<file path="config.mk">
export PLATFORM = sky130hd
export DESIGN_NAME = lpgb_sqrt
export DESIGN_NICKNAME = d
export VERILOG_FILES = /design/src/rtl/lpgb_sqrt.sv
export SDC_FILE = /design/constraint.sdc
export NUM_CORES = 2
export LEC_CHECK = 0
export BUFFER_PORTS_ARGS = -buffer_cell sky130_fd_sc_hd__buf_2
export CORE_MARGIN = 2
export CORE_UTILIZATION = 41
export DETAILED_ROUTE_END_ITERATION = 12
export GPL_ROUTABILITY_DRIVEN = 0
export PLACE_DENSITY_LB_ADDON = 0.15
export SYNTH_ARGS = -nofsm -noshare
export SYNTH_HDL_FRONTEND = slang
export SYNTH_SLANG_ARGS = --single-unit
</file>
<file path="constraint.sdc">
create_clock -name clk -period 3.26 [get_ports clk]
set_clock_uncertainty 0.1 [all_clocks]
set_input_delay 0.652 -clock clk [delete_from_list [all_inputs] [get_ports clk]]
set_output_delay 0.652 -clock clk [all_outputs]
set_load 0.1 [all_outputs]
</file>
<file path="src/rtl/lpgb_sqrt.sv">
// ----------------------------------------------------------------------------
// lpgb_sqrt
// Pipelined integer square root, one result bit per stage, with a
// sideband that travels alongside.
// ----------------------------------------------------------------------------
module lpgb_sqrt #(
    parameter int R  = 26,
    parameter int SW = 8
) (
    input  logic             clk,
    input  logic             rst_n,
    input  logic             in_valid,
    input  logic [2*R-1:0]   in_val,
    input  logic [SW-1:0]    in_side,
    output logic             out_valid,
    output logic [R-1:0]     out_root,
    output logic [SW-1:0]    out_side
);
    localparam int VW = 2 * R;
    localparam int RW = R + 2;

    logic [R:0]    valid_reg;
    logic [VW-1:0] val_reg  [0:R];
    logic [RW-1:0] rem_reg  [0:R];
    logic [R-1:0]  root_reg [0:R];
    logic [SW-1:0] side_reg [0:R];

    // entry stage
    always_ff @(posedge clk or negedge rst_n)
    begin
        if (!rst_n)
        begin
            valid_reg[0] <= 1'b0;
        end
        else
        begin
            valid_reg[0] <= in_valid;
        end
    end

    always_ff @(posedge clk)
    begin
        val_reg[0]  <= in_val;
        rem_reg[0]  <= '0;
        root_reg[0] <= '0;
        side_reg[0] <= in_side;
    end

    // one root bit per stage
    for (genvar k = 0; k < R; k++) begin : g_step
        logic [RW-1:0] cur;
        logic [RW-1:0] trial;
        logic          take;

        assign cur   = {rem_reg[k][RW-3:0], val_reg[k][VW-1:VW-2]};
        assign trial = RW'({root_reg[k], 2'b01});
        assign take  = (cur >= trial);

        always_ff @(posedge clk or negedge rst_n)
        begin
            if (!rst_n)
            begin
                valid_reg[k+1] <= 1'b0;
            end
            else
            begin
                valid_reg[k+1] <= valid_reg[k];
            end
        end

        always_ff @(posedge clk)
        begin
            val_reg[k+1]  <= {val_reg[k][VW-3:0], 2'b00};
            rem_reg[k+1]  <= take ? (cur - trial) : cur;
            root_reg[k+1] <= {root_reg[k][R-2:0], take};
            side_reg[k+1] <= side_reg[k];
        end
    end

    assign out_valid = valid_reg[R];
    assign out_root  = root_reg[R];
    assign out_side  = side_reg[R];

endmodule

</file>
==> key figures <==
Timing
  – Worst-margin pin slew: 0.7454 ns
  – Post-route minimum period: 3.112 ns
  – Hold WS: between 0.15 and 0.2 ns
  – TNS Setup: 0 ns
  – Final Hold Fails: 0
  – Final setup viols: 0
  – Setup slack after layout: roughly 0.15 ns
  – Fmax: 0.3214 GHz
  – Slew Limit Fails: 0
  – Relative slew slack: 50.25%
  – Final period util: a little over nine tenths

Yosys
  – FF+latch count, synth: between 1,500 and 2,000
  – Synth area leaders: dfxtp_1, ha_1, xnor2_1
  – Syn Area/Cell: roughly 11 um^2
  – Cells after Synth: 5,948
  – Seq/Total Area, Yosys: about three fifths
  – Async set-reset flop share out of synthesis: 1.413%
  – Main synth FF type: dfxtp_1
  – Area leader, netlist: dfxtp_1
  – EDFF count, synth: 0
  – Post-Syn Nets: between 6,000 and 7,000
  – Top cell type's share of synthesized area: between 50 and 60%
  – Cell area after synthesis: ~64,000 um^2
  – Synth Warn #: 0
  – Library cells used by synthesis: a little under 90

Pwr
  – Pwr Total: roughly 62 mW
  – Leakage: about 35 nW
  – Pwr dens: 827.1 nW/um^2
  – Maximum VDD drop: around 0.00052 V

Route
  – Drt first pass iters: 6
  – DRC: 0
  – Initial DRC count: a little under 2,000
  – Routed Antenna Nets: 0
  – Drt via density: roughly 4.8
  – Via count: 40,520
  – DRT Wirelength: 125.9 mm
  – Routed length per placed instance: 14.79 um

Cells and area
  – Fillers: approximately 14,000
  – Syn-to-layout area delta: 17.19%
  – Share of post-route cells with drive strength above 1: about 9.7%
  – Multi-input gate area: 23,690 um^2
  – Max reg flops: around 700
  – FF+latch area: approximately 38,000 um^2
  – Commonest non-fill, non-tap cell in the layout: dfxtp_1
  – Commonest cells after routing, fill and taps aside: dfxtp_1, inv_1, nand2_1, ha_1, o21ai_0
  – Nets: ~6,700
  – Antenna Cells: 0

Die
  – Die ar.: roughly 160,000 um^2
  – Initial Util: roughly 41%
  – Core ar.: between 150,000 and 200,000 um^2
  – Die width: around 400 um
  – Die span in y: between 300 and 400 um
  – # IOs: between 90 and 100
  – Core Rows: 145

Setup path
  – Worst endpoint required time: 3.84 ns
  – Crit Path Max Fanout: 6
  – CP Class: register to register
  – Critical path launch point type: register
  – CP Capture Type: register
  – R2R Setup Slk: ~0.15 ns
  – CP Data Arrival Time: ~3.7 ns

Global routing
  – Antenna violations before repair: 1
  – Largest net degree at the start of global routing: between 40 and 50
  – Total GRT Usage: 15.75%
  – Vias in the first global route: slightly below 40,000
  – Final global-route overflow total: 0
  – First-pass GRT wire length: just over 200 mm

Clock tree
  – CTS tree: yes
  – CTS root buffer: clkbuf_16
  – Clk Latency, worst-skew pair: 0.81 ns
  – Max clock buf depth: 3
  – Inserted Clock Buffers: about 190
  – # H-tree levels: 4
  – Sink Count: 1,911
  – Clock Pin Slew Worst Setup and Hold Paths: roughly 0.060 ns

Outcome
  – Outcome: complete, no violations

Run
  – Max Cap Viol: 0

Placement
  – Worst slack, placed: 0.01468 ns
  – PortBufs: 97
  – DP HPWL: 93.85 mm

Min path
  – Hold crit path type: register to register
## logic make-up after synthesis
| kind of cell | after synthesis | share of synthesized area (%) |
|---|---|---|
| flops | 1911 | 59.85 |
| compound gates | 1128 | 10.92 |
| simple gates | 1404 | 10.76 |
| other cells | 1 | 0.005846 |
| xor+xnor | 506 | 6.909 |
| fa+ha+maj | 379 | 7.393 |
| mux | 41 | 0.7120 |
| buf+inv | 578 | 3.453 |
## Yosys cell counts (all sizes together), types with 7 or more instances
cell type  number
o211ai         24
a21oi         316
or4            32
or2            14
and2           17
o21ai         322
ha            379
o21a           73
nor2          295
nand4          49
nor3          144
mux2           37
o21bai         32
buf            20
o22ai           8
nor2b          48
nand3          82
nand2b         81
or3            39
xor2          248
a21o          137
clkbuf         84
inv           474
o31a            7
nand3b         10
dfrtp          27
nor4           83
a21boi         16
nor3b           9
o31ai          37
a2111oi        10
xnor2         258
and3           34
a31oi          27
nand2         438
o41ai           8
a211oi         33
dfxtp        1884
nand4b          7
a211o          17
## where the power goes
part / internal (mW) / switching, mW
combinational: 4.50 / 5.47
clock: 13.5 / 9.14
sequential: 27.0 / 2.54
total: 45.0 / 17.1
## critical path: stages, from the launching register on
cell and delay [ns]:
dfxtp_1 0.44, inv_1 0.07, ha_1 0.39, o211ai_1 0.16
a211oi_2 0.29, o41ai_1 0.12, buf_4 0.16, o311a_1 0.29
nor3_1 0.30, a31oi_1 0.14, o21a_1 0.21, nor4b_1 0.15
xor2_1 0.15
## path summary, 6_finish.rpt
path / from / cells past startpoint / end
max: root_reg[4][1]$_DFF_P_ / 12 / rem_reg[4][51]$_DFF_P_
min reg2reg: val_reg[0][73]$_DFF_P_ / 0 / val_reg[0][127]$_DFF_P_
min in group asynchronous: rst_n / 2 / valid_reg[0]$_DFF_PN0_
max reg2reg: root_reg[4][1]$_DFF_P_ / 12 / rem_reg[4][51]$_DFF_P_
max in group asynchronous: rst_n / 2 / valid_reg[20]$_DFF_PN0_
min: val_reg[0][73]$_DFF_P_ / 0 / val_reg[0][127]$_DFF_P_
## routing by layer
metal / vias up / track usage [%] / wire [um]
met4: 0 / 6.143 / 4239
li1: 20850 / - / -
met1: 18790 / 18.96 / 55810
met2: 604 / 27.79 / 61470
met5: - / 0 / 0
met3: 271 / 2.745 / 4359
## layout make-up
type / instances / share of cell area (%)
clock buffers: 252 / 7.147
multi-input cells: 3459 / 31.51
flip-flops and latches: 1911 / 51.07
repair buffers: 265 / 2.673
clock inverters: 92 / 1.799
inverters: 474 / 2.367
well taps: 2058 / 3.426
## stage by stage
step	instance area (um^2)	util, %	std cells
after global placement	67720	43.45	8105
after floorplan	64140	-	5948
after CTS	75070	48.17	8511
after detailed placement	67720	43.45	8105
after global routing	75170	48.23	8511
final	75170	48.23	8511
## timing repair
item | in CTS | in global routing
endpoints found under the setup margin | 1 | 101
setup buffers | 0 | 0
hold buffers | 62 | 0
hold endpoints to repair | 88 | 0
gates resized for setup | 1 | 30
cloned | 0 | 0
pin swaps | 1 | 5
Power figures use the tool's default switching activity.
