[config.mk]
export PLATFORM = sky130hd
export DESIGN_NAME = lpgb_cordic
export DESIGN_NICKNAME = d
export VERILOG_FILES = /design/src/rtl/lpgb_pkg.sv /design/src/rtl/lpgb_cordic.sv
export SDC_FILE = /design/constraint.sdc
export NUM_CORES = 2
export LEC_CHECK = 0
export ABC_CLOCK_PERIOD_IN_PS = 8450
export CAP_MARGIN = 30
export CORE_ASPECT_RATIO = 1.4
export CORE_MARGIN = 8
export CORE_UTILIZATION = 50
export CTS_CLUSTER_DIAMETER = 150
export DETAILED_ROUTE_END_ITERATION = 10
export DONT_BUFFER_PORTS = 1
export PLACE_DENSITY = 0.75
export SKIP_LAST_GASP = 1
export SLEW_MARGIN = 10
export SYNTH_ARGS = -nofsm -noshare
export SYNTH_HDL_FRONTEND = slang
export SYNTH_SLANG_ARGS = --single-unit
[constraint.sdc]
create_clock -name clk -period 8.45 [get_ports clk]
set_input_delay 1.69 -clock clk [delete_from_list [all_inputs] [get_ports clk]]
set_output_delay 1.69 -clock clk [all_outputs]
set_load 0.005 [all_outputs]
[src/rtl/lpgb_pkg.sv]
// ----------------------------------------------------------------------------
// lpgb_pkg
// Shared constants for the polar grid binner: register map, phase format
// and the arctangent table of the phase units.
// ----------------------------------------------------------------------------
package lpgb_pkg;

    // register indexes on the configuration port
    localparam logic [2:0] REG_MIN_RSQ  = 3'd0;
    localparam logic [2:0] REG_MAX_RSQ  = 3'd1;
    localparam logic [2:0] REG_SENS_H   = 3'd2;
    localparam logic [2:0] REG_START    = 3'd3;
    localparam logic [2:0] REG_STEP     = 3'd4;
    localparam logic [2:0] REG_FAR      = 3'd5;
    localparam logic [2:0] REG_SECTORS  = 3'd6;
    localparam logic [2:0] REG_BINS     = 3'd7;

    // phase accumulator: 2^32 per full turn, with headroom and sign
    localparam int ZW = 34;
    localparam logic signed [ZW-1:0] QUARTER_TURN = 34'sh0_4000_0000;
    localparam logic signed [ZW-1:0] HALF_TURN    = 34'sh0_8000_0000;
    localparam logic signed [ZW-1:0] FULL_TURN    = 34'sh1_0000_0000;

    // centidegrees per full turn
    localparam logic signed [16:0] CDEG_TURN = 17'sd36000;

    // arctangent of 2^-i in 2^32 per turn
    function automatic logic [31:0] atan_turn(input int i);
        logic [31:0] a;
        case (i)
            0:       a = 32'h20000000;
            1:       a = 32'h12E4051E;
            2:       a = 32'h09FB385B;
            3:       a = 32'h051111D4;
            4:       a = 32'h028B0D43;
            5:       a = 32'h0145D7E1;
            6:       a = 32'h00A2F61E;
            7:       a = 32'h00517C55;
            8:       a = 32'h0028BE53;
            9:       a = 32'h00145F2F;
            10:      a = 32'h000A2F98;
            11:      a = 32'h000517CC;
            12:      a = 32'h00028BE6;
            13:      a = 32'h000145F3;
            14:      a = 32'h0000A2FA;
            15:      a = 32'h0000517D;
            16:      a = 32'h000028BE;
            17:      a = 32'h0000145F;
            18:      a = 32'h00000A30;
            19:      a = 32'h00000518;
            20:      a = 32'h0000028C;
            21:      a = 32'h00000146;
            22:      a = 32'h000000A3;
            23:      a = 32'h00000051;
            default: a = 32'h00000000;
        endcase
        return a;
    endfunction

endpackage

[src/rtl/lpgb_cordic.sv]
// ----------------------------------------------------------------------------
// lpgb_cordic
// Pipelined vectoring phase unit: quarter-turn pre-rotation, then one
// micro-rotation per stage; phase in 2^32 per turn.
// ----------------------------------------------------------------------------
module lpgb_cordic #(
    parameter int IN_W   = 26,
    parameter int STAGES = 16,
    parameter int SW     = 8
) (
    input  logic                           clk,
    input  logic                           rst_n,
    input  logic                           in_valid,
    input  logic signed [IN_W-1:0]         in_x,
    input  logic signed [IN_W-1:0]         in_y,
    input  logic [SW-1:0]                  in_side,
    output logic                           out_valid,
    output logic signed [lpgb_pkg::ZW-1:0] out_z,
    output logic [SW-1:0]                  out_side
);
    import lpgb_pkg::*;

    localparam int W = IN_W + 2;

    logic [STAGES:0]       valid_reg;
    logic signed [W-1:0]   x_reg    [0:STAGES];
    logic signed [W-1:0]   y_reg    [0:STAGES];
    logic signed [ZW-1:0]  z_reg    [0:STAGES];
    logic [SW-1:0]         side_reg [0:STAGES];

    logic signed [W-1:0]   xi;
    logic signed [W-1:0]   yi;
    logic signed [W-1:0]   x_next;
    logic signed [W-1:0]   y_next;
    logic signed [ZW-1:0]  z_next;

    // pre-rotation into the right half plane
    assign xi = W'(in_x);
    assign yi = W'(in_y);

    always_comb
    begin
        x_next = xi;
        y_next = yi;
        z_next = '0;
        if (xi < 0)
        begin
            if (yi >= 0)
            begin
                x_next = yi;
                y_next = -xi;
                z_next = QUARTER_TURN;
            end
            else
            begin
                x_next = -yi;
                y_next = xi;
                z_next = -QUARTER_TURN;
            end
        end
    end

    always_ff @(posedge clk or negedge rst_n)
    begin
        if (!rst_n)
        begin
            valid_reg[0] <= 1'b0;
        end
        else
        begin
            valid_reg[0] <= in_valid;
        end
    end

    always_ff @(posedge clk)
    begin
        x_reg[0]    <= x_next;
        y_reg[0]    <= y_next;
        z_reg[0]    <= z_next;
        side_reg[0] <= in_side;
    end

    // micro-rotations
    for (genvar k = 0; k < STAGES; k++) begin : g_rot
        localparam logic signed [ZW-1:0] ANG = {2'b00, atan_turn(k)};
        logic signed [W-1:0] dx;
        logic signed [W-1:0] dy;

        assign dx = y_reg[k] >>> k;
        assign dy = x_reg[k] >>> k;

        always_ff @(posedge clk or negedge rst_n)
        begin
            if (!rst_n)
            begin
                valid_reg[k+1] <= 1'b0;
            end
            else
            begin
                valid_reg[k+1] <= valid_reg[k];
            end
        end

        always_ff @(posedge clk)
        begin
            if (y_reg[k] > 0)
            begin
                x_reg[k+1] <= x_reg[k] + dx;
                y_reg[k+1] <= y_reg[k] - dy;
                z_reg[k+1] <= z_reg[k] + ANG;
            end
            else
            begin
                x_reg[k+1] <= x_reg[k] - dx;
                y_reg[k+1] <= y_reg[k] + dy;
                z_reg[k+1] <= z_reg[k] - ANG;
            end
            side_reg[k+1] <= side_reg[k];
        end
    end

    assign out_valid = valid_reg[STAGES];
    assign out_z     = z_reg[STAGES];
    assign out_side  = side_reg[STAGES];

endmodule

==> impl_metrics.py <==
metrics = {
    "outcome": {
        "status": "finished clean",
    },
    "routing": {
        "wire_per_inst_um": 19.4,
        "drc_errors": 0,
        "ant_nets": 0,
        "dr.pass1.iters": 6,
        "vias": 84400,
        "routed_wl_um": 278000,
        "vias_per_cell": 5.89,
        "drt_iter0_markers": 4507,
    },
    "hold_path": {
        "hold_path.class": "reg2reg",
        "holdCritStartpoint": "valid_reg[15]",
        "min_path_cells": 0,
        "whs_endpoint": "out_valid",
    },
    "floorplanning": {
        "initial_core_util": 0.502,
        "core_area_um2": 199000,
        "rows": 194,
        "die_height_um": 544,
        "fp.dieW_um": 393,
        "die-area_um2": 214000,
        "ioPinCount": 106,
    },
    "yosys": {
        "synth_warnings": 0,
        "async_flop_share": 0.0115,
        "yosys_register_bits": 1479,
        "netlist_area_um2": 99700,
        "synthSimpleGateAreaFrac": 0.148,
        "synth-edff-count": 0,
        "synth_top_family_by_area": "compound AO/OA/AOI/OAI gates",
        "seq_area_frac_synth": 0.298,
        "synth_fa_ha_area_frac": 0.166,
        "synth_xor_area_frac": 0.141,
        "synth_cell_types": 110,
        "synthFlopType": "dfxtp_1",
        "muxShareOfSynthArea": 0.00653,
        "synthCells": 11500,
        "syn_area_per_cell_um2": 8.66,
        "synth_compound_area_frac": 0.216,
    },
    "critical_path": {
        "crit_type": "reg2reg",
        "r2r-start": "y_reg[5][9]",
        "r2r_cells": 23,
        "arrival_ns": 7.52,
        "cp.required_ns": 9.14,
        "critPathLaunchType": "flop",
        "crit_path_end_kind": "flop",
        "crit_fanout": 34,
        "rrSetupSlack_ns": 1.62,
        "crit-reg2reg-capture": "x_reg[6][27]",
    },
    "clock_tree": {
        "cts-root-buf": "clkbuf_16",
        "cts_sinks": 1479,
        "postCtsHoldBufs": 0,
        "cts_max_level": 4,
        "cts.repair.resized": 0,
        "numCtsBuffers": 160,
        "clockBufferDepth": 4,
        "insertion_delay_ns": 0.84,
        "cts_tree": "built",
        "post_cts_buffers": 0,
        "clk_pin_slew_ns": 0.06,
    },
    "placed_design": {
        "pre_cts_ws_ns": 1.90,
        "dp_hpwl_um": 224000,
        "gp_congestion": 1.00,
        "io_buffers": 0,
    },
    "job": {
        "maxCapViolations": 0,
    },
    "global_route": {
        "grt_max_degree": 88,
        "grt.total_usage": 0.246,
        "grt_first_pass_wirelength_um": 436000,
        "antenna_found_initial": 10,
        "grt_pass1_vias": 84000,
        "gr-total-overflow": 0,
    },
    "timing": {
        "whs_ns": 0.273,
        "setup_ws_ns": 1.62,
        "period_needed_ns": 6.83,
        "hold_viol": 0,
        "slew_violations": 0,
        "maxSlewHeadroom": 0.333,
        "max_freq_mhz": 146,
        "rsz0062_at_grt": "false",
        "worst_slew_pin_slew_ns": 0.987,
        "setup_viol": 0,
        "fin_crit_sh": 0.808,
        "finalSetupTns_ns": 0,
        "fin_skew_ns": 0.0870,
    },
    "finish": {
        "syn2layout_area_growth_pct": 8.65,
        "final_core_util": 0.545,
        "nets": 12900,
        "drive_above_1_share": 0.0430,
        "largest_reg_flops": 473,
    },
}
==> per-stage QoR <==
stage / instances / instance area [um2]
finish: 14300 / 108000
global route: 14300 / 108000
CTS: 14300 / 108000
detailed placement: 14000 / 103000
global placement: 14000 / 103000
floorplan: 11500 / 99700
==> routing by layer <==
metal | GRT usage | vias to the layer above | share of wire
met5 | 0 | - | 0.00016
met2 | 0.474 | 2295 | 0.52
met3 | 0.0295 | 998 | 0.036
met1 | 0.237 | 39500 | 0.36
met4 | 0.188 | 6 | 0.086
li1 | - | 41500 | -
==> cells in the final DEF, fill, tap and decap left out, types with 58 or more instances in the layout <==
cell and instances:
o31ai_1 148, o21a_1 186, and2_1 68, and3_1 86, xnor2_1 1082, or3_1 123
dfxtp_1 1462, xor2_1 526, clkbuf_16 165, inv_1 461, a21oi_1 1097, or2_2 58
a21o_1 389, nor4_1 98, a211oi_1 109, o21ai_0 651, nor3_1 271, ha_1 1250
nand3_1 198, nand2b_1 180, nor2b_1 134, a31oi_1 107, o41ai_1 74, nor2_1 954
o21bai_1 150, nand2_1 639
==> worst max path at each step <==
stage | start | to | slack [ns] | cells past startpoint
3_5_place_dp | y_reg[5][9] | z_reg[6][33] | 1.90 | 21
2_1_floorplan | y_reg[13][18] | y_reg[14][27] | 2.67 | 22
6_report | y_reg[5][9] | x_reg[6][27] | 1.62 | 23
3_3_place_gp | y_reg[11][13] | x_reg[12][24] | 2.02 | 23
5_1_grt | y_reg[6][9] | x_reg[7][27] | 1.16 | 24
4_1_cts | y_reg[5][9] | x_reg[6][27] | 1.78 | 23
==> critical path, cell delays in order (launching register included) <==
cell and delay (ns):
dfxtp_1 0.36, nor3_1 0.35, nand2_1 0.13, nor3_1 0.18, nor4b_2 0.55, nand2_1 0.20
nor3_1 0.61, a31oi_2 0.17, buf_4 0.31, inv_2 0.53, nor2_1 0.12, xnor2_1 0.22
ha_1 0.34, o21a_1 0.22, o31a_1 0.15, o21bai_1 0.30, a21oi_1 0.14, o31ai_1 0.36
a21oi_1 0.17, a41o_1 0.29, o41ai_1 0.48, o21bai_1 0.11, a21oi_1 0.19, xnor2_1 0.14
==> cell families (layout without fill, tap and decap cells) <==
| logic type | count (synthesis) | after routing |
|---|---|---|
| xor+xnor | 1608 | 1608 |
| fa+ha+maj | 1293 | 1293 |
| compound gates | 3383 | 3383 |
| flops | 1479 | 1479 |
| simple gates | 3034 | 3034 |
| mux | 61 | 61 |
| buf+inv | 648 | 797 |
| other cells | 1 | 11 |
==> synthesized netlist by cell type, drive strengths merged (20+ instances only) <==
master	number	area, um2
o21a	186	1400
nand4	54	344
and2	68	425
mux2i	29	290
xor2	526	4610
nand3b	27	203
o211ai	46	350
mux2	32	360
o2111ai	20	175
clkbuf	145	544
a211o	31	272
and4	23	201
inv	467	1760
nor3	274	1390
a21o	389	2920
ha	1250	15600
a31oi	112	716
o21bai	153	1160
nand2	640	2400
a211oi	111	843
and3	86	538
a31o	42	368
o31ai	148	1110
o31a	29	254
o41ai	75	664
a2111oi	21	191
nor2	958	3600
dfxtp	1462	29300
nand2b	180	1130
a21oi	1102	5530
buf	30	135
nor2b	136	851
nor4	101	651
xnor2	1082	9480
or2	59	369
or3	124	781
fa	43	861
o21ai	672	3360
or4	54	409
a21boi	30	225
nand3	198	991
a41oi	22	193
==> layout make-up <==
type | instances | area [um2]
clock buffers | 209 | 4540
repair buffers | 42 | 317
multi-input cells | 9382 | 67600
well taps | 2646 | 3310
fillers | 17900 | 90500
inverters | 473 | 1790
flip-flops and latches | 1479 | 29700
clock inverters | 73 | 1000
diodes | 8 | 20.0
Power is left out: the tool's default activity adds up to more than one toggle a clock period on the data nets, which glitch-free logic cannot reach.
