## src/rtl/lpgb_div.sv

```systemverilog
// ----------------------------------------------------------------------------
// lpgb_div
// Pipelined restoring divider, one quotient bit per stage, with a
// sideband that travels alongside.
// ----------------------------------------------------------------------------
module lpgb_div #(
    parameter int DW  = 17,
    parameter int DVW = 14,
    parameter int SW  = 8
) (
    input  logic             clk,
    input  logic             rst_n,
    input  logic [DVW-1:0]   divisor,
    input  logic             in_valid,
    input  logic [DW-1:0]    in_num,
    input  logic [SW-1:0]    in_side,
    output logic             out_valid,
    output logic [DW-1:0]    out_quot,
    output logic [SW-1:0]    out_side
);
    localparam int RW = DVW + 1;

    logic [DW:0]    valid_reg;
    logic [DW-1:0]  num_reg  [0:DW];
    logic [DW-1:0]  quot_reg [0:DW];
    logic [RW-1:0]  rem_reg  [0:DW];
    logic [SW-1:0]  side_reg [0:DW];

    // entry stage
    always_ff @(posedge clk or negedge rst_n)
    begin
        if (!rst_n)
        begin
            valid_reg[0] <= 1'b0;
        end
        else
        begin
            valid_reg[0] <= in_valid;
        end
    end

    always_ff @(posedge clk)
    begin
        num_reg[0]  <= in_num;
        quot_reg[0] <= '0;
        rem_reg[0]  <= '0;
        side_reg[0] <= in_side;
    end

    // one quotient bit per stage
    for (genvar k = 0; k < DW; k++) begin : g_step
        logic [RW-1:0] cur;
        logic          take;

        assign cur  = {rem_reg[k][RW-2:0], num_reg[k][DW-1]};
        assign take = (cur >= RW'(divisor));

        always_ff @(posedge clk or negedge rst_n)
        begin
            if (!rst_n)
            begin
                valid_reg[k+1] <= 1'b0;
            end
            else
            begin
                valid_reg[k+1] <= valid_reg[k];
            end
        end

        always_ff @(posedge clk)
        begin
            num_reg[k+1]  <= {num_reg[k][DW-2:0], 1'b0};
            rem_reg[k+1]  <= take ? (cur - RW'(divisor)) : cur;
            quot_reg[k+1] <= {quot_reg[k][DW-2:0], take};
            side_reg[k+1] <= side_reg[k];
        end
    end

    assign out_valid = valid_reg[DW];
    assign out_quot  = quot_reg[DW];
    assign out_side  = side_reg[DW];

endmodule
```

## config.mk

```make
export PLATFORM = sky130hd
export DESIGN_NAME = lpgb_div
export DESIGN_NICKNAME = d
export VERILOG_FILES = /design/src/rtl/lpgb_div.sv
export SDC_FILE = /design/constraint.sdc
export NUM_CORES = 1
export LEC_CHECK = 0
export ABC_AREA = 1
export ABC_CLOCK_PERIOD_IN_PS = 3400
export BUFFER_PORTS_ARGS = -buffer_cell sky130_fd_sc_hd__clkbuf_2
export CAP_MARGIN = 30
export CORE_MARGIN = 4
export CORE_UTILIZATION = 55
export CTS_CLUSTER_SIZE = 10
export DETAILED_ROUTE_END_ITERATION = 7
export MAX_ROUTING_LAYER = met4
export PLACE_DENSITY_LB_ADDON = 0.2
export SKIP_CTS_REPAIR_TIMING = 1
export SLEW_MARGIN = 10
export SYNTH_ARGS = -nofsm -noshare
export SYNTH_HDL_FRONTEND = slang
export SYNTH_SLANG_ARGS = --single-unit
```

## constraint.sdc

```tcl
create_clock -name clk -period 3.4 [get_ports clk]
set_input_delay 0.34 -clock clk [delete_from_list [all_inputs] [get_ports clk]]
set_output_delay 0.34 -clock clk [all_outputs]
set_load 0.05 [all_outputs]
```

==> results.cfg, run 1 <==
[status]
status = finished, final reports clean

[sta]
setup-violations-final = 0
hold_viol_final = 0
rsz0062_at_grt = no
min_period_ps = 2120
tightest_slew_ps = 695
drv_slew = 0
fmax_mhz = 471
finClkSkew_ps = 14.0
min_period_over_period_pct = 62.4
setup_tns_ps = 0
relSlewSlack_pct = 53.6

[global_route]
grt_pass1_vias = 22634
antenna_found_initial = 0
gr-usage-all-layers_pct = 21.9
grt-ovfl-total = 0
grt_pass1_wl_um = 110000
grt_max_degree = 26

[clock_tree]
root_buffer = clkbuf_16
cts_tree = done
cts_max_level = 3
cts_sinks = 692
clkTransAtPathRegs_ps = 50
cts_buffers = 81
clockBufferDepth = 3
clk_latency_ps = 610

[yosys]
yosysUniqueCellTypes = 40
ys_seq_elements = 692
synth_enable_flop_cells = 0
netlist_area_um2 = 32500
ys_warn_count = 0
synthCells = 3938
synth_area_per_cell_um2 = 8.25
ys_seq_area_share_pct = 42.9
syn-num-nets = 4236
synth_ff_type = dfxtp_1
async_reset_ff_share_pct = 2.60

[finish]
layout_common_cells = 1117 x nand2_1, 676 x inv_1, 674 x dfxtp_1, 241 x ha_1, 180 x nand3_1
syn2layout_area_growth_pct = 10.7
instances_no_fill = 4888
drive_gt1_share_pct = 14.5
nets = 4397
n_antenna_cell = 0
nFillCells = 5168
final_common_cell = nand2_1
largest_register_ffs = 224

[detailed_routing]
drc = 0
dr.pass1.iters = 6
avgViaCountPerCell = 4.89
wl_per_cell_um = 13.8
drtAntennaViolNets = 0
routed-via-count = 23920
wirelength_um = 67400
drt_iter0_drc = 1390

[setup_path]
start_kind = input pin
cpPeakStageDelay_ps = 520
endpoint_kind = register
path_cells = clkbuf_2 > buf_4 > ha_1 > inv_1 > fa_1 > nand3_1 > nand3_1 > a21oi_1 > xnor2_1 > nand2_1 > nand2_1
crit_type = input pin to register
critPathMaxFanout = 18
critPathSlowestCell = clkbuf_2
cp.arrival_ps = 2670
cp_data_required_time_ps = 3950

[die]
die_x_um = 251
io_pins = 68
start_util_pct = 55.9
core_um2 = 58100
dieArea_um2 = 63100
placementRows = 88
die_h_um = 251

[power_and_ir_drop]
power_leakage_nw = 18.6
power_density_nw_per_um2 = 751
design_power_total_mw = 27.0
vdd_drop_max_uv = 564

[placed_design]
gp_congestion = 0.914
port_buffers = 67
dp_cells = 4754
dp_hpwl_um = 48700

[worst_hold_path]
min_path_type = input pin to register

[run]
maxCapViolCount = 0
layer usage:
layer  wire [um]  global-route usage (%)  share of wire, %
met2       31500                    36.2                47
met3        3090                    3.47               4.6
met4        2150                    7.12               3.2
met5           0                       -                 0
met1       30700                    27.8                46
where the power goes:
| group | switching [mW] | total (mW) | internal (mW) |
|---|---|---|---|
| clock | 3.06 | 7.57 | 4.51 |
| combinational | 6.11 | 9.49 | 3.38 |
| sequential | 0.609 | 9.96 | 9.35 |
| total | 9.78 | 27.0 | 17.2 |
kinds of logic (layout without fill, tap and decap cells):
family | after synthesis | count (layout) | share of synthesized area, %
buffers and inverters | 723 | 908 | 9.47
flip-flops | 692 | 692 | 42.9
AND/OR/NAND/NOR | 1922 | 1922 | 28.8
adder cells (fa/ha/maj) | 256 | 256 | 10.2
XOR/XNOR | 107 | 107 | 2.88
AO/OA/AOI/OAI | 238 | 238 | 5.73
worst max-delay path: cells and delay by family:
family          cells  cell delay, ps
compound gates      1             210
buf+inv             3             870
xor+xnor            1             170
fa+ha+maj           2             610
simple gates        4             440
layout make-up:
| cell class | count | area (um2) | area share [%] |
|---|---|---|---|
| timing repair buffer | 110 | 726 | 2.02 |
| clock inverter | 8 | 85.1 | 0.236 |
| tap | 765 | 957 | 2.66 |
| sequential | 692 | 13900 | 38.7 |
| inverter | 691 | 2590 | 7.21 |
| multi-input combinational | 2523 | 15500 | 43.0 |
| clock buffer | 99 | 2210 | 6.13 |
path summary, 6_finish.rpt:
| path | from | end | slack (ps) | cells past startpoint |
|---|---|---|---|---|
| max in group asynchronous | rst_n | valid_reg[8] | 2880 | 2 |
| worst min register to register | num_reg[6][15] | num_reg[7][16] | 310 | 0 |
| worst max register to register | rem_reg[6][8] | rem_reg[7][10] | 1370 | 9 |
| min in group asynchronous | rst_n | out_valid | 220 | 2 |
| worst min-delay path | divisor[9] | quot_reg[1][0] | 120 | 4 |
| worst max-delay path | divisor[0] | rem_reg[11][6] | 1280 | 11 |
metrics by stage:
step	area [um2]	util (%)	hold WS, ps	setup WS (ps)
floorplan	32500	-	44.4	839
global placement	33400	57.5	286	716
detailed placement	33400	57.5	293	694
CTS	35700	61.5	-363	1320
global route	36000	61.9	129	1210
finish	36000	61.9	122	1280
Yosys cell counts (all sizes together), types with 10 or more instances:
| cell | number | area (um2) |
|---|---|---|
| nand2 | 1237 | 5010 |
| inv | 691 | 2590 |
| dfxtp | 674 | 13500 |
| nand3 | 244 | 1690 |
| ha | 241 | 3020 |
| nor2 | 228 | 1150 |
| nand4 | 153 | 1110 |
| o21ai | 128 | 1100 |
| a21oi | 92 | 629 |
| xor2 | 81 | 709 |
| buf | 32 | 485 |
| and2 | 30 | 198 |
| xnor2 | 26 | 228 |
| dfrtp | 18 | 450 |
| nand3b | 16 | 120 |
| fa | 15 | 300 |
| a21o | 10 | 75.1 |
No activity file was read; power rests on OpenSTA's default activity.
==> run 2, diff against run 1 <==
--- a/config.mk
+++ b/config.mk
@@ -5,8 +5,8 @@
 export SDC_FILE = /design/constraint.sdc
 export NUM_CORES = 1
 export LEC_CHECK = 0
-export ABC_AREA = 1
-export ABC_CLOCK_PERIOD_IN_PS = 3400
+export ABC_AREA = 0
+export ABC_CLOCK_PERIOD_IN_PS = 2000
 export BUFFER_PORTS_ARGS = -buffer_cell sky130_fd_sc_hd__clkbuf_2
 export CAP_MARGIN = 30
 export CORE_MARGIN = 4
==> constraint.sdc (replaced) <==
create_clock -name clk -period 2 [get_ports clk]
set_input_delay 0.2 -clock clk [delete_from_list [all_inputs] [get_ports clk]]
set_output_delay 0.2 -clock clk [all_outputs]
set_load 0.05 [all_outputs]
==> results.cfg, run 2 <==
[status]
status = finished with violations
violations = negative setup slack

[yosys]
ys_seq_area_share_pct = 53.0
synth_enable_flop_cells = 0
ys_warn_count = 0
synth_area_per_cell_um2 = 11.2
async_reset_ff_share_pct = 2.60
yosysMostFrequentCell = dfxtp_1
ys_top_cells_by_area = dfxtp_1 51%, ha_1 11%, mux2_2 4.6%
syn-num-nets = 2642
synth_ff_type = dfxtp_1
synth_top_area_share_pct = 51.3
ys_seq_elements = 692
yosys-top-cells-count = 674 x dfxtp_1, 241 x ha_1, 158 x o21ai_0
synthCells = 2344
netlist_area_um2 = 26300
yosysUniqueCellTypes = 80
yosysTopAreaCell = dfxtp_1

[die]
start_util_pct = 56.0
io_pins = 68
die_x_um = 227
dieArea_um2 = 51400
die_h_um = 227
core_um2 = 47000
placementRows = 79

[detailed_routing]
drc = 0
wirelength_um = 69000
wl_per_cell_um = 18.0
drt_iter0_drc = 1048
dr.pass1.iters = 5
drtAntennaViolNets = 0
routed-via-count = 20377
avgViaCountPerCell = 5.33

[sta]
rsz0062_at_grt = yes
holdWs_ps = 57.5
drv_slew = 0
setup_tns_ps = -79270
min_period_ps = 2730
relSlewSlack_pct = 71.1
setup_ws_ps = -726
min_period_over_period_pct = 136
fmax_mhz = 367
setup-violations-final = 221
tightest_slew_ps = 429
hold_viol_final = 0
finClkSkew_ps = 34.1

[power_and_ir_drop]
comb_power_share_pct = 37.2
design_power_total_mw = 47.0
power.internal_mw = 32.6
power_switching_mw = 14.4
switching_share_pct = 30.6
power_leakage_nw = 17.5
vdd_drop_max_uv = 1170
p_seq_share_pct = 35.3
power_density_nw_per_um2 = 1250
p_clk_share_pct = 27.4

[clock_tree]
cts_max_level = 3
clkTransAtPathRegs_ps = 60
clockBufferDepth = 3
root_buffer = clkbuf_16
cts_buffers = 80
cts_sinks = 692
cts_tree = done
clk_latency_ps = 640

[finish]
syn2layout_area_growth_pct = 43.5
final_common_cell = dfxtp_1
drive_gt1_share_pct = 41.8
instances_no_fill = 3824
nFillCells = 2685
nets = 3493
largest_register_ffs = 224
layout_common_cells = 643 x dfxtp_1, 617 x buf_4, 196 x ha_1, 97 x nand2_1, 94 x a21oi_1

[setup_path]
cp.arrival_ps = 3230
worstRegToRegCells = 12
r2r_slack_ps = -730
path_cells = inv_2 > ha_4 > inv_2 > fa_2 > a21o_1 > a21oi_2 > nor2b_2 > or4_4 > a31o_4 > a21oi_4 > xnor2_1 > mux2_2
crit_type = register to register
cpPeakStageDelay_ps = 440
crit_top_cell = inv_2
cp_data_required_time_ps = 2500
critPathSlowestCell = or4_4
critPathLaunch = num_reg[13][16]
start_kind = register
endpoint_kind = register
crit-reg2reg-capture = rem_reg[14][10]
r2r-start = num_reg[13][16]
critPathMaxFanout = 3

[global_route]
use_met1_pct = 30.0
grt_util_met2_pct = 42.1
grt_pass1_vias = 20043
grt_max_degree = 22
gr-usage-all-layers_pct = 25.0
grt_pass1_wl_um = 99800
antenna_found_initial = 2
top_usage_layer = met2
grt-ovfl-total = 0
globalRouteMet3Util_pct = 4.66

[run]
maxCapViolCount = 0

[placed_design]
dp_cells = 3596
gp_congestion = 0.931
dp_hpwl_um = 45500
port_buffers = 67

[worst_hold_path]
min_path_type = input pin to asynchronous set/reset pin
==> run 2: changes by cell type in the layout (fill, tap and decap cells not counted), moves of 76 or more <==
cell	delta
nand2_1	-1020
buf_4	+601
mux2_4	+78
nand4_1	-123
o21ai_2	-76
nor2_1	-77
nand3_1	-159
inv_1	-618
nand2_2	-78
==> run 2: area by class of cell <==
type / instances / area, um2 / share of cell area (%)
inverters: 89 / 357 / 0.945
repair buffers: 800 / 6520 / 17.3
multi-input cells: 1532 / 13800 / 36.5
clock buffers: 94 / 2080 / 5.52
diodes: 1 / 2.50 / 0.00663
well taps: 607 / 759 / 2.01
clock inverters: 9 / 220 / 0.584
flip-flops and latches: 692 / 14000 / 37.1
==> run 2: how the worst max path moves through the flow <==
stage	end	slack, ps	cells after the start
floorplan	rem_reg[16][11]	-1370	10
global placement	rem_reg[13][13]	-990	13
detailed placement	rem_reg[13][13]	-1050	13
CTS	rem_reg[5][10]	-780	12
global route	rem_reg[14][10]	-810	12
finish	rem_reg[14][10]	-730	12
==> run 2: per-layer routing <==
| metal | vias to the layer above | share of wire (%) |
|---|---|---|
| li1 | 10021 | - |
| met1 | 9773 | 42 |
| met2 | 427 | 50 |
| met3 | 156 | 4.2 |
| met4 | 0 | 3.5 |
| met5 | - | 0 |
==> run 2: logic make-up (layout without fill, tap and decap cells) <==
logic type	Yosys count	after routing	synth area share, %
flip-flops	692	692	53.0
AO/OA/AOI/OAI	556	556	13.8
AND/OR/NAND/NOR	442	442	8.26
adder cells (fa/ha/maj)	256	256	12.6
XOR/XNOR	148	148	4.93
multiplexers	130	130	5.62
buffers and inverters	120	992	1.79
other	0	1	0
==> run 2: power groups by stage <==
| stage | logic (mW) | clock network (mW) | registers, mW |
|---|---|---|---|
| after CTS | 14.0 | 13.2 | 16.5 |
| final | 17.5 | 12.9 | 16.6 |
| after global routing | 19.0 | 13.8 | 16.7 |
| after floorplan | 8.23 | 0 | 16.6 |
| after detailed placement | 13.8 | 0 | 16.7 |
| after global placement | 13.4 | 0 | 16.7 |
==> run 2: critical path, delay by kind of cell, from the launching register on <==
family                   cells  cell delay, ps
flip-flops                   1             320
multiplexers                 1             250
AND/OR/NAND/NOR              2             510
adder cells (fa/ha/maj)      2             460
AO/OA/AOI/OAI                4             850
XOR/XNOR                     1              90
buffers and inverters        2             110
==> run 2: through the flow <==
step / setup WS [ps] / util [%] / area (um2)
2_1_floorplan: -1370 / - / 26500
3_3_place_gp: -994 / 68.7 / 32200
3_5_place_dp: -1050 / 68.7 / 32200
4_1_cts: -775 / 73.6 / 34600
5_1_grt: -805 / 80.4 / 37700
6_report: -726 / 80.4 / 37700
==> run 3, diff against run 2 <==
--- a/config.mk
+++ b/config.mk
@@ -14,7 +14,7 @@
 export CTS_CLUSTER_SIZE = 10
 export DETAILED_ROUTE_END_ITERATION = 7
 export MAX_ROUTING_LAYER = met4
-export PLACE_DENSITY_LB_ADDON = 0.2
+export PLACE_DENSITY_LB_ADDON = 0.12
 export SKIP_CTS_REPAIR_TIMING = 1
 export SLEW_MARGIN = 10
 export SYNTH_ARGS = -nofsm -noshare
==> results.cfg, run 3 (synthesis results as in run 2) <==
[sta]
fmax_mhz = 366
drv_slew = 0
hold_viol_final = 0
rsz0062_at_grt = yes
min_period_ps = 2740
finClkSkew_ps = 56.9
relSlewSlack_pct = 58.3
tightest_slew_ps = 620
setup_tns_ps = -79430
setup-violations-final = 222
min_period_over_period_pct = 137
setup_ws_ps = -736

[clock_tree]
cts_max_level = 3
clockBufferDepth = 3
clkTransAtPathRegs_ps = 60
cts_tree = done
clk_latency_ps = 670
cts_sinks = 692
cts_buffers = 81
root_buffer = clkbuf_16

[finish]
layout_common_cells = 629 x dfxtp_1, 628 x buf_4, 176 x ha_1, 95 x mux2_4, 89 x nor2_1
final_common_cell = dfxtp_1
drive_gt1_share_pct = 45.9
nFillCells = 2521
n_antenna_cell = 0
nets = 3517
syn2layout_area_growth_pct = 47.2
largest_register_ffs = 224

[detailed_routing]
drtAntennaViolNets = 0
avgViaCountPerCell = 5.50
drc = 0
dr.pass1.iters = 5
routed-via-count = 21180
drt_iter0_drc = 1171
wl_per_cell_um = 20.0
wirelength_um = 76900

[setup_path]
r2r-start = num_reg[13][16]
start_kind = register
crit-reg2reg-capture = rem_reg[14][10]
cp_data_required_time_ps = 2500
r2r_slack_ps = -740
worstRegToRegCells = 12
endpoint_kind = register
critPathMaxFanout = 3
cp.arrival_ps = 3240
crit_type = register to register

[power_and_ir_drop]
power_density_nw_per_um2 = 1250
power_leakage_nw = 17.7
vdd_drop_max_uv = 1090

[global_route]
grt_pass1_vias = 20743
antenna_found_initial = 0
use_met1_pct = 31.1
grt-ovfl-total = 0
grt_util_met2_pct = 44.4
top_usage_layer = met2
globalRouteMet3Util_pct = 4.34
grt_max_degree = 21
gr-usage-all-layers_pct = 26.1
grt_pass1_wl_um = 104000

[worst_hold_path]
min_path_type = input pin to asynchronous set/reset pin

[die]
die_h_um = 227
core_um2 = 47000
placementRows = 79
start_util_pct = 56.0
io_pins = 68
dieArea_um2 = 51400
die_x_um = 227

[status]
violations = negative setup slack
status = finished with violations

[placed_design]
gp_congestion = 0.931
port_buffers = 67
pre_cts_ws_ps = -1040
dp_hpwl_um = 46600

[run]
maxCapViolCount = 0
## run 3: metal layers
| metal | part of all wire (%) | routed length (um) | up-vias |
|---|---|---|---|
| li1 | - | - | 10081 |
| met1 | 40 | 31000 | 10324 |
| met2 | 52 | 40000 | 580 |
| met3 | 4.2 | 3250 | 195 |
| met4 | 3.5 | 2660 | 0 |
| met5 | 0 | 0 | - |
## run 3: final cells by class
class / instances / area [um2] / area share, %
Inverter: 89 / 362 / 0.934
Multi-Input combinational cell: 1532 / 14500 / 37.4
Timing Repair Buffer: 823 / 6730 / 17.4
Sequential cell: 692 / 14000 / 36.2
Tap cell: 607 / 759 / 1.96
Clock inverter: 10 / 229 / 0.592
Clock buffer: 95 / 2120 / 5.48
## run 3: worst max path at each step
stage	start	end	slack [ps]	cells after the start
3_5_place_dp	divisor[1]	rem_reg[5][3]	-1040	13
6_report	num_reg[13][16]	rem_reg[14][10]	-740	12
3_3_place_gp	divisor[1]	rem_reg[5][3]	-960	13
4_1_cts	num_reg[1][16]	rem_reg[2][12]	-880	12
2_1_floorplan	divisor[1]	rem_reg[16][11]	-1370	10
5_1_grt	rem_reg[4][0]	rem_reg[5][3]	-780	10
## run 3: report_power, final
group	switching, mW	internal, mW	total (mW)
clock	5.73	7.53	13.3
combinational	8.54	10.1	18.6
sequential	0.991	15.6	16.6
## run 3: worst max-delay path, cell delays in order (launching register included)
cell and delay [ps]:
dfxtp_2 320, inv_2 70, ha_4 130, inv_2 30, fa_2 340, a21o_1 180
a21oi_2 200, nor2b_2 70, or4_4 450, a31o_4 260, a21oi_4 200, xnor2_2 90
mux2_4 250
## run 3: metrics by stage
step                power (mW)  util [%]  instances  instance area, um2  hold slack [ps]
finish                    48.5      82.4       3848               38700             28.3
global route              50.8      82.4       3848               38700             63.6
CTS                       44.2      73.9       3716               34700             -524
detailed placement        30.8      68.9       3611               32300              156
global placement          30.3      68.9       3611               32300              143
floorplan                 24.8         -       2344               26500            -95.6
